===== src/rtl/kmd_pkg.sv =====
package kmd_pkg;

  localparam int ROWS_DEF     = 5;
  localparam int COLS_DEF     = 14;
  localparam int MAX_KEYS_DEF = 6;
  localparam int LAYERS_DEF   = 3;

  localparam int ROW_W  = 3;
  localparam int COL_W  = 14;
  localparam int POS_W  = 7;
  localparam int CODE_W = 8;
  localparam int SLOTS  = 6;

  localparam logic [3:0] DEBOUNCE_RST = 4'd5;
  localparam logic [7:0] CLEAN_RST    = 8'd41;
  localparam logic [7:0] LAYER1_RST   = 8'd135;
  localparam logic [7:0] LAYER2_RST   = 8'd136;
  localparam logic [7:0] MOD_BASE     = 8'd224;

  // configuration register indexes
  localparam logic [1:0] REG_DEBOUNCE = 2'd0;
  localparam logic [1:0] REG_CLEAN    = 2'd1;
  localparam logic [1:0] REG_LAYER1   = 2'd2;
  localparam logic [1:0] REG_LAYER2   = 2'd3;

  typedef struct packed {
    logic [ROW_W-1:0] row_index;
    logic [COL_W-1:0] column_levels;
  } in_item_t;

  typedef struct packed {
    logic [7:0] modifiers;
    logic [7:0] key_slot_0;
    logic [7:0] key_slot_1;
    logic [7:0] key_slot_2;
    logic [7:0] key_slot_3;
    logic [7:0] key_slot_4;
    logic [7:0] key_slot_5;
    logic [1:0] layer_used;
  } out_item_t;

  // controller to datapath
  typedef struct packed {
    logic load_row;      // store row sample, update debounce
    logic collect_start; // clear pressing list, start scan walk
    logic collect_step;  // examine one matrix position
    logic new_step;      // examine pressing[idx] against held list
    logic old_step;      // examine held[idx] against pressing list
    logic commit_held;   // copy next list into held list
    logic mod_step;      // split next[idx] into mods / send
    logic report;        // run report rules, update sent state
    logic emit;          // latch output item
    logic [2:0] idx;
  } kmd_cmd_t;

  // datapath to controller
  typedef struct packed {
    logic accept;   // debounce hit zero on this scan end
    logic walk_done;
    logic [2:0] np;
    logic [2:0] nn;
    logic [2:0] held_n;
    logic changes;
    logic send_out; // report differs
  } kmd_stat_t;

  // layer 0..2 keymap, position = row*14+col
  function automatic logic [7:0] rom_code(input logic [1:0] layer, input logic [6:0] pos);
    logic [7:0] c;
    c = 8'd0;
    unique case (pos)
      7'd0: c = 8'd41;
      7'd1: c = (layer == 2'd1) ? 8'd58 : 8'd30;
      7'd2: c = (layer == 2'd1) ? 8'd59 : 8'd31;
      7'd3: c = (layer == 2'd1) ? 8'd60 : 8'd32;
      7'd4: c = (layer == 2'd1) ? 8'd61 : 8'd33;
      7'd5: c = (layer == 2'd1) ? 8'd62 : 8'd34;
      7'd6: c = (layer == 2'd1) ? 8'd63 : 8'd35;
      7'd7: c = (layer == 2'd1) ? 8'd64 : 8'd36;
      7'd8: c = (layer == 2'd1) ? 8'd65 : 8'd37;
      7'd9: c = (layer == 2'd1) ? 8'd66 : 8'd38;
      7'd10: c = (layer == 2'd1) ? 8'd67 : 8'd39;
      7'd11: c = (layer == 2'd1) ? 8'd68 : 8'd45;
      7'd12: c = (layer == 2'd1) ? 8'd69 : 8'd46;
      7'd13: c = 8'd42;
      7'd14: c = 8'd43;
      7'd15: c = 8'd20;
      7'd16: c = 8'd26;
      7'd17: c = 8'd8;
      7'd18: c = 8'd21;
      7'd19: c = 8'd23;
      7'd20: c = 8'd28;
      7'd21: c = 8'd24;
      7'd22: c = (layer == 2'd2) ? 8'd82 : 8'd12;
      7'd23: c = 8'd18;
      7'd24: c = 8'd19;
      7'd25: c = 8'd47;
      7'd26: c = 8'd48;
      7'd27: c = 8'd49;
      7'd28: c = 8'd57;
      7'd29: c = 8'd4;
      7'd30: c = 8'd22;
      7'd31: c = 8'd7;
      7'd32: c = 8'd9;
      7'd33: c = 8'd10;
      7'd34: c = 8'd11;
      7'd35: c = (layer == 2'd2) ? 8'd80 : 8'd13;
      7'd36: c = (layer == 2'd2) ? 8'd81 : 8'd14;
      7'd37: c = (layer == 2'd2) ? 8'd79 : 8'd15;
      7'd38: c = 8'd51;
      7'd39: c = 8'd52;
      7'd40: c = 8'd40;
      7'd41: c = 8'd40;
      7'd42: c = 8'd225;
      7'd43: c = 8'd225;
      7'd44: c = 8'd29;
      7'd45: c = 8'd27;
      7'd46: c = 8'd6;
      7'd47: c = 8'd25;
      7'd48: c = 8'd5;
      7'd49: c = 8'd17;
      7'd50: c = 8'd16;
      7'd51: c = 8'd54;
      7'd52: c = 8'd55;
      7'd53: c = 8'd56;
      7'd54: c = 8'd0;
      7'd55: c = 8'd229;
      7'd56: c = 8'd224;
      7'd57: c = 8'd227;
      7'd58: c = 8'd82;
      7'd59: c = 8'd226;
      7'd60: c = 8'd44;
      7'd61: c = 8'd44;
      7'd62: c = 8'd44;
      7'd63: c = 8'd44;
      7'd64: c = 8'd228;
      7'd65: c = 8'd80;
      7'd66: c = 8'd79;
      7'd67: c = 8'd80;
      7'd68: c = (layer == 2'd0) ? 8'd135 : 8'd0;
      7'd69: c = (layer == 2'd0) ? 8'd136 : 8'd0;
      default: c = 8'd0;
    endcase
    if (layer == 2'd3) c = 8'd0;
    return c;
  endfunction

endpackage


===== src/rtl/kmd_ctrl.sv =====
module kmd_ctrl
  import kmd_pkg::*;
#(
  parameter int MAX_KEYS = MAX_KEYS_DEF
) (
  input  logic      clk,
  input  logic      rst,
  input  logic      in_fire,
  input  logic      in_last_row,
  input  logic      out_busy,
  input  kmd_stat_t stat,
  output kmd_cmd_t  cmd,
  output logic      idle
);

  localparam logic [3:0] S_IDLE    = 4'd0;
  localparam logic [3:0] S_CHECK   = 4'd1;
  localparam logic [3:0] S_WSTART  = 4'd2;
  localparam logic [3:0] S_WALK    = 4'd3;
  localparam logic [3:0] S_NEW     = 4'd4;
  localparam logic [3:0] S_OLD     = 4'd5;
  localparam logic [3:0] S_COMMIT  = 4'd6;
  localparam logic [3:0] S_MODS    = 4'd7;
  localparam logic [3:0] S_REPORT  = 4'd8;
  localparam logic [3:0] S_EMIT    = 4'd9;

  logic [3:0] state, state_next;
  logic [2:0] idx, idx_next;
  logic       last, last_next;

  assign idle = (state == S_IDLE);

  always_ff @(posedge clk) begin
    if (rst) begin
      state <= S_IDLE;
      idx   <= '0;
      last  <= 1'b0;
    end else begin
      state <= state_next;
      idx   <= idx_next;
      last  <= last_next;
    end
  end

  // sequencer
  always_comb begin
    state_next = state;
    idx_next   = idx;
    last_next  = last;
    cmd        = '0;
    cmd.idx    = idx;
    unique case (state)
      S_IDLE: begin
        if (in_fire) begin
          cmd.load_row = 1'b1;
          last_next    = in_last_row;
          state_next   = S_CHECK;
        end
      end
      S_CHECK: begin
        if (last && stat.accept) state_next = S_WSTART;
        else state_next = S_IDLE;
      end
      S_WSTART: begin
        cmd.collect_start = 1'b1;
        state_next = S_WALK;
      end
      S_WALK: begin
        cmd.collect_step = 1'b1;
        if (stat.walk_done) begin
          idx_next   = '0;
          state_next = S_NEW;
        end
      end
      S_NEW: begin
        if (idx >= stat.np) begin
          idx_next   = '0;
          state_next = S_OLD;
        end else begin
          cmd.new_step = 1'b1;
          idx_next     = idx + 3'd1;
        end
      end
      S_OLD: begin
        if (idx >= stat.held_n) begin
          state_next = S_COMMIT;
        end else begin
          cmd.old_step = 1'b1;
          idx_next     = idx + 3'd1;
        end
      end
      S_COMMIT: begin
        cmd.commit_held = 1'b1;
        idx_next   = '0;
        state_next = S_MODS;
      end
      S_MODS: begin
        if (idx >= stat.nn) begin
          state_next = stat.changes ? S_REPORT : S_IDLE;
        end else begin
          cmd.mod_step = 1'b1;
          idx_next     = idx + 3'd1;
        end
      end
      S_REPORT: begin
        cmd.report = 1'b1;
        state_next = S_EMIT;
      end
      S_EMIT: begin
        if (!stat.send_out) begin
          state_next = S_IDLE;
        end else if (!out_busy) begin
          cmd.emit   = 1'b1;
          state_next = S_IDLE;
        end
      end
      default: state_next = S_IDLE;
    endcase
  end

  a_emit_only_in_emit: assert property (@(posedge clk) disable iff (rst)
    cmd.emit |-> (state == S_EMIT) && !out_busy)
    else $error("emit outside emit state");
  a_walk_follows_start: assert property (@(posedge clk) disable iff (rst)
    cmd.collect_start |=> state == S_WALK)
    else $error("walk did not follow start");
  a_idx_bound: assert property (@(posedge clk) disable iff (rst)
    cmd.new_step |-> idx < MAX_KEYS)
    else $error("pressing index out of range");
  a_load_from_idle: assert property (@(posedge clk) disable iff (rst)
    cmd.load_row |=> state == S_CHECK)
    else $error("row load without check");

endmodule


===== config.mk =====
export PLATFORM = sky130hd
export DESIGN_NAME = kmd_ctrl
export DESIGN_NICKNAME = d
export VERILOG_FILES = /design/src/rtl/kmd_pkg.sv /design/src/rtl/kmd_ctrl.sv
export SDC_FILE = /design/constraint.sdc
export NUM_CORES = 1
export LEC_CHECK = 0
export BUFFER_PORTS_ARGS = -buffer_cell sky130_fd_sc_hd__buf_4
export CORE_AREA = 2 2 59 61
export CTS_CLUSTER_DIAMETER = 150
export DETAILED_ROUTE_END_ITERATION = 12
export DIE_AREA = 0 0 61 63
export SYNTH_ARGS = -nofsm -noshare
export SYNTH_HDL_FRONTEND = slang
export SYNTH_SLANG_ARGS = --single-unit

===== constraint.sdc =====
create_clock -name clk -period 4.4 [get_ports clk]
set_input_delay 0.44 -clock clk [delete_from_list [all_inputs] [get_ports clk]]
set_output_delay 0.44 -clock clk [all_outputs]
set_load 0.05 [all_outputs]

Word-level counts from Yosys, hierarchy flattened
Index checks and enable logic that the tools add are counted.
Widths: inputs -> output; s select.

cells by class
  $add $sub $neg = 1
  magnitude comparators = 3
  equal/unequal tests = 17
  multiplexer cells = 30
  reductions and logical operators = 6

operators by type and width
  kind                 number
  $pmux 4 s10          1
  $mux 4               8
  $eq 4x3->1 const B   4
  $mux 1               15
  $pmux 3 s5           1
  $ne 2x2->1 const B   7
  $mux 3               4
  $ge 3x3->1           3
  $eq 4x2->1 const B   2
  $eq 4x4->1 const B   2
  $reduce_and 6->1     1
  $reduce_bool 5->1    1
  $eq 4x1->1 const B   1
  $logic_not 4->1      1
  $reduce_and 4->1     1
  $add 3x1->3 const B  1
  $ne 3x3->1 const B   1
  $mux 2               1
  $reduce_and 2->1     1
  $logic_and 1x1->1    1

word-level totals
  bits in registers = 8
  bits of input ports = 18
  output and inout port bits = 13
  word-level logic and storage cells = 60

Depth between registers and ports, before layout
  depth in word-level cells = 3
  mapped depth = 7
  depth with buffers taken out = 7

Worst setup path after synthesis
No wires, ideal clock.

  kind = register -> output
  start point = register state[1]
  end point = output port cmd[11] in the netlist's numbering
  arrival = 2.676 ns
  data required time = 3.960 ns
  setup slack = 1.284 ns
  stages on the path, launching flop included = 3
  buffers on the path = 0
  cell sequence = dfxtp_1 nor4_1 and2_1

RTL lines
  item                      RTL line        RTL
  start: declaration        kmd_ctrl.sv:27  logic [3:0] state, state_next;
  start signal: assignment  kmd_ctrl.sv:39  state <= state_next;
  end: declaration          kmd_ctrl.sv:12  output kmd_cmd_t cmd,

==> impl_metrics.py <==
metrics = {
    "synth": {
        "synth_fa_ha_area_share_pct": 14.31,
        "synth-compound-area-share_pct": 19.17,
        "synth_xor_area_share_pct": 0,
        "yosys_warnings": 0,
        "synth_area_um2": 874.6,
        "synth_top_family_by_area": "simple AND/OR/NAND/NOR gates",
        "syn-mean-instance-area_um2": 8.574,
        "ys_ff_latch": 8,
        "ys_seq_area_share_pct": 18.31,
        "muxShareOfSynthArea_pct": 1.144,
        "synth_cells": 102,
        "synth_cell_types": 44,
        "syn-num-nets": 130,
        "yosys.area_share.simple_pct": 36.77,
    },
    "global_route": {
        "grtUsageTotal_pct": 11.93,
        "grt_pass1_vias": 790,
        "grt_antenna_before_repair": 0,
        "grt.overflow.total": 0,
        "grt_max_degree": 19,
        "grt_pass1_wl_mm": 3.512,
    },
    "sta": {
        "max_freq_mhz": 455.1,
        "setup_tns_ps": 0,
        "relSlewSlack_pct": 62.24,
        "rsz0062_at_grt": "false",
        "report.final.hold_viol_count": 0,
        "min_period_ps": 2198,
        "holdWs_ps": 417.7,
        "finalClockSkew_ps": 1.379,
        "drv_slew": 0,
        "setup-violations-final": 0,
        "worst_pin_slew_ps": 565.6,
        "timing.final.crit_share_pct": 49.94,
    },
    "clocking": {
        "ctsLongestPathBuffers": 2,
        "clk_latency_ps": 250,
        "clock-root-buffer": "clkbuf_4",
        "cts.sinks": 8,
        "path_clk_slew_ps": 60,
        "cts_hold_buf": 0,
        "post-cts-setup-buffer-count": 0,
        "ctsHtreeMaxLevel": 1,
        "numCtsBuffers": 3,
        "cts_tree": "built",
        "post_cts_resized": 0,
    },
    "setup_path": {
        "cp-end-kind": "output port",
        "slowest_delay_ps": 660,
        "path_cells": "nor4bb_4, o211a_1, buf_4",
        "slowest_stage": "dfxtp_1",
        "worstPathRequired_ps": 3960,
        "critPathMaxFanout": 18,
        "cp.arrival_ps": 1760,
        "critPathKind": "flop to output port",
        "r2r_slack_ps": 2440,
        "start_kind": "flop",
    },
    "placement": {
        "routabilityCongestion": 0.7651,
        "numPortBuffers": 30,
        "dp_hpwl_mm": 1.680,
        "numPlacedInstances": 172,
    },
    "status": {
        "status": "finished clean",
    },
    "die": {
        "die_h_um": 63,
        "core_um2": 3232,
        "die-area_um2": 3843,
        "rows": 21,
        "die_w_um": 61,
        "initial_utilization_pct": 27.06,
        "pin_count": 31,
    },
    "drt": {
        "wl_per_cell_um": 12.29,
        "ant_nets": 0,
        "dr.pass1.iters": 2,
        "vias": 829,
        "drtIter0Drc": 44,
        "routed_wl_mm": 2.150,
        "post-route-drc-count": 0,
        "avgViaCountPerCell": 4.737,
    },
    "power": {
        "ir_worst_vdd_v": 0.00005062,
        "power.leakage_nw": 0.5171,
        "total_power_w": 0.0001828,
        "power_density_nw_per_um2": 162.1,
    },
    "finish": {
        "drive_gt1_share_pct": 33.33,
        "syn_to_final_growth_pct": 28.90,
        "instances_no_fill": 175,
        "final_common_cell": "buf_4",
        "final_net_count": 159,
        "diodes": 0,
        "final_cell_mix": "30 x buf_4, 11 x a21oi_1, 10 x inv_1, 10 x ha_1, 8 x dfxtp_1",
    },
    "run": {
        "cap_violations": 0,
    },
    "min_path": {
        "hp-class": "input port to flop",
    },
}
[path summary, 6_finish.rpt]
check             cells after the start                   to             startpoint
setup / recovery                      3               cmd[7]  state[2]$_SDFFE_PP0P_
hold / removal                        2  idx[0]$_SDFFE_PP0P_                    rst
setup reg to reg                      6  idx[2]$_SDFFE_PP0P_    idx[2]$_SDFFE_PP0P_
hold reg to reg                       2    last$_SDFFE_PP0P_      last$_SDFFE_PP0P_
[cells by family (layout without fill, tap and decap cells)]
family                     Yosys count  after routing
adders and majority gates           10             10
and+or+nand+nor                     42             42
DFF                                  8              8
muxes                                1              1
buffers and inverters               16             43
AOI/OAI and AO/OA                   25             25
[cell usage after synthesis, drive strengths merged]
cell type / n / share of area (%)
a211oi: 1 / 0.86
a21boi: 1 / 0.86
a21oi: 11 / 6.3
a22oi: 1 / 1.4
a31oi: 1 / 0.72
and2: 1 / 0.72
and2b: 2 / 1.9
and4b: 2 / 2.4
buf: 4 / 4.0
clkbuf: 1 / 0.86
clkdlybuf4s25: 1 / 1.1
dfxtp: 8 / 18
ha: 10 / 14
inv: 10 / 4.3
mux2i: 1 / 1.1
nand2: 3 / 1.3
nand2b: 5 / 3.6
nand3: 4 / 2.3
nand3b: 3 / 2.6
nand4: 1 / 0.72
nand4b: 2 / 3.7
nor2: 3 / 1.3
nor2b: 4 / 3.1
nor3: 3 / 1.7
nor3b: 1 / 1.4
nor4: 1 / 0.72
nor4b: 3 / 3.7
nor4bb: 1 / 2.9
o211a: 1 / 1.1
o211ai: 2 / 2.3
o21ai: 5 / 2.9
o21bai: 1 / 0.86
o41ai: 1 / 1.9
or3: 1 / 0.72
or3b: 2 / 2.0
[area by class of cell]
| class | instances | area [µm²] |
|---|---|---|
| fill | 352 | 2105 |
| multi-input combinational | 78 | 624.3 |
| timing repair buffer | 30 | 225.2 |
| sequential | 8 | 160.2 |
| tap | 46 | 57.56 |
| inverter | 10 | 37.54 |
| clock buffer | 3 | 22.52 |
[worst max-delay path, delay by kind of cell, from the launching register on]
| kind | cells | cell delay, ps |
|---|---|---|
| AOI/OAI and AO/OA | 1 | 220 |
| buffers and inverters | 1 | 200 |
| DFF | 1 | 660 |
| and+or+nand+nor | 1 | 410 |
[metal layers]
metal,GRT usage [%],wire length [µm],share of wire [%]
met1,15.12,1039,48
met2,19.09,990,46
met3,2.899,95,4.4
met4,4.348,24,1.1
met5,0,0,0
[flip-flops by register name, summed over array words and instances, names as in the netlist]
register,cells
idx,3
last,1
state,4
[stage by stage]
| step | util [%] | setup WS, ps | instance area [µm²] |
|---|---|---|---|
| 6_report | 34.88 | 2202 | 1127 |
| 4_1_cts | 34.88 | 2170 | 1127 |
| 2_1_floorplan | - | 1284 | 874.6 |
| 3_5_place_dp | 34.19 | 2364 | 1105 |
| 3_3_place_gp | 34.19 | 2440 | 1105 |
| 5_1_grt | 34.88 | 2082 | 1127 |
[power by group]
group / internal, W / switching (W)
registers: 0.0000743 / 0.00000563
clock network: 0.0000313 / 0.0000267
logic: 0.0000227 / 0.0000220
total: 0.000128 / 0.0000544
No activity file was read; power rests on OpenSTA's default activity.
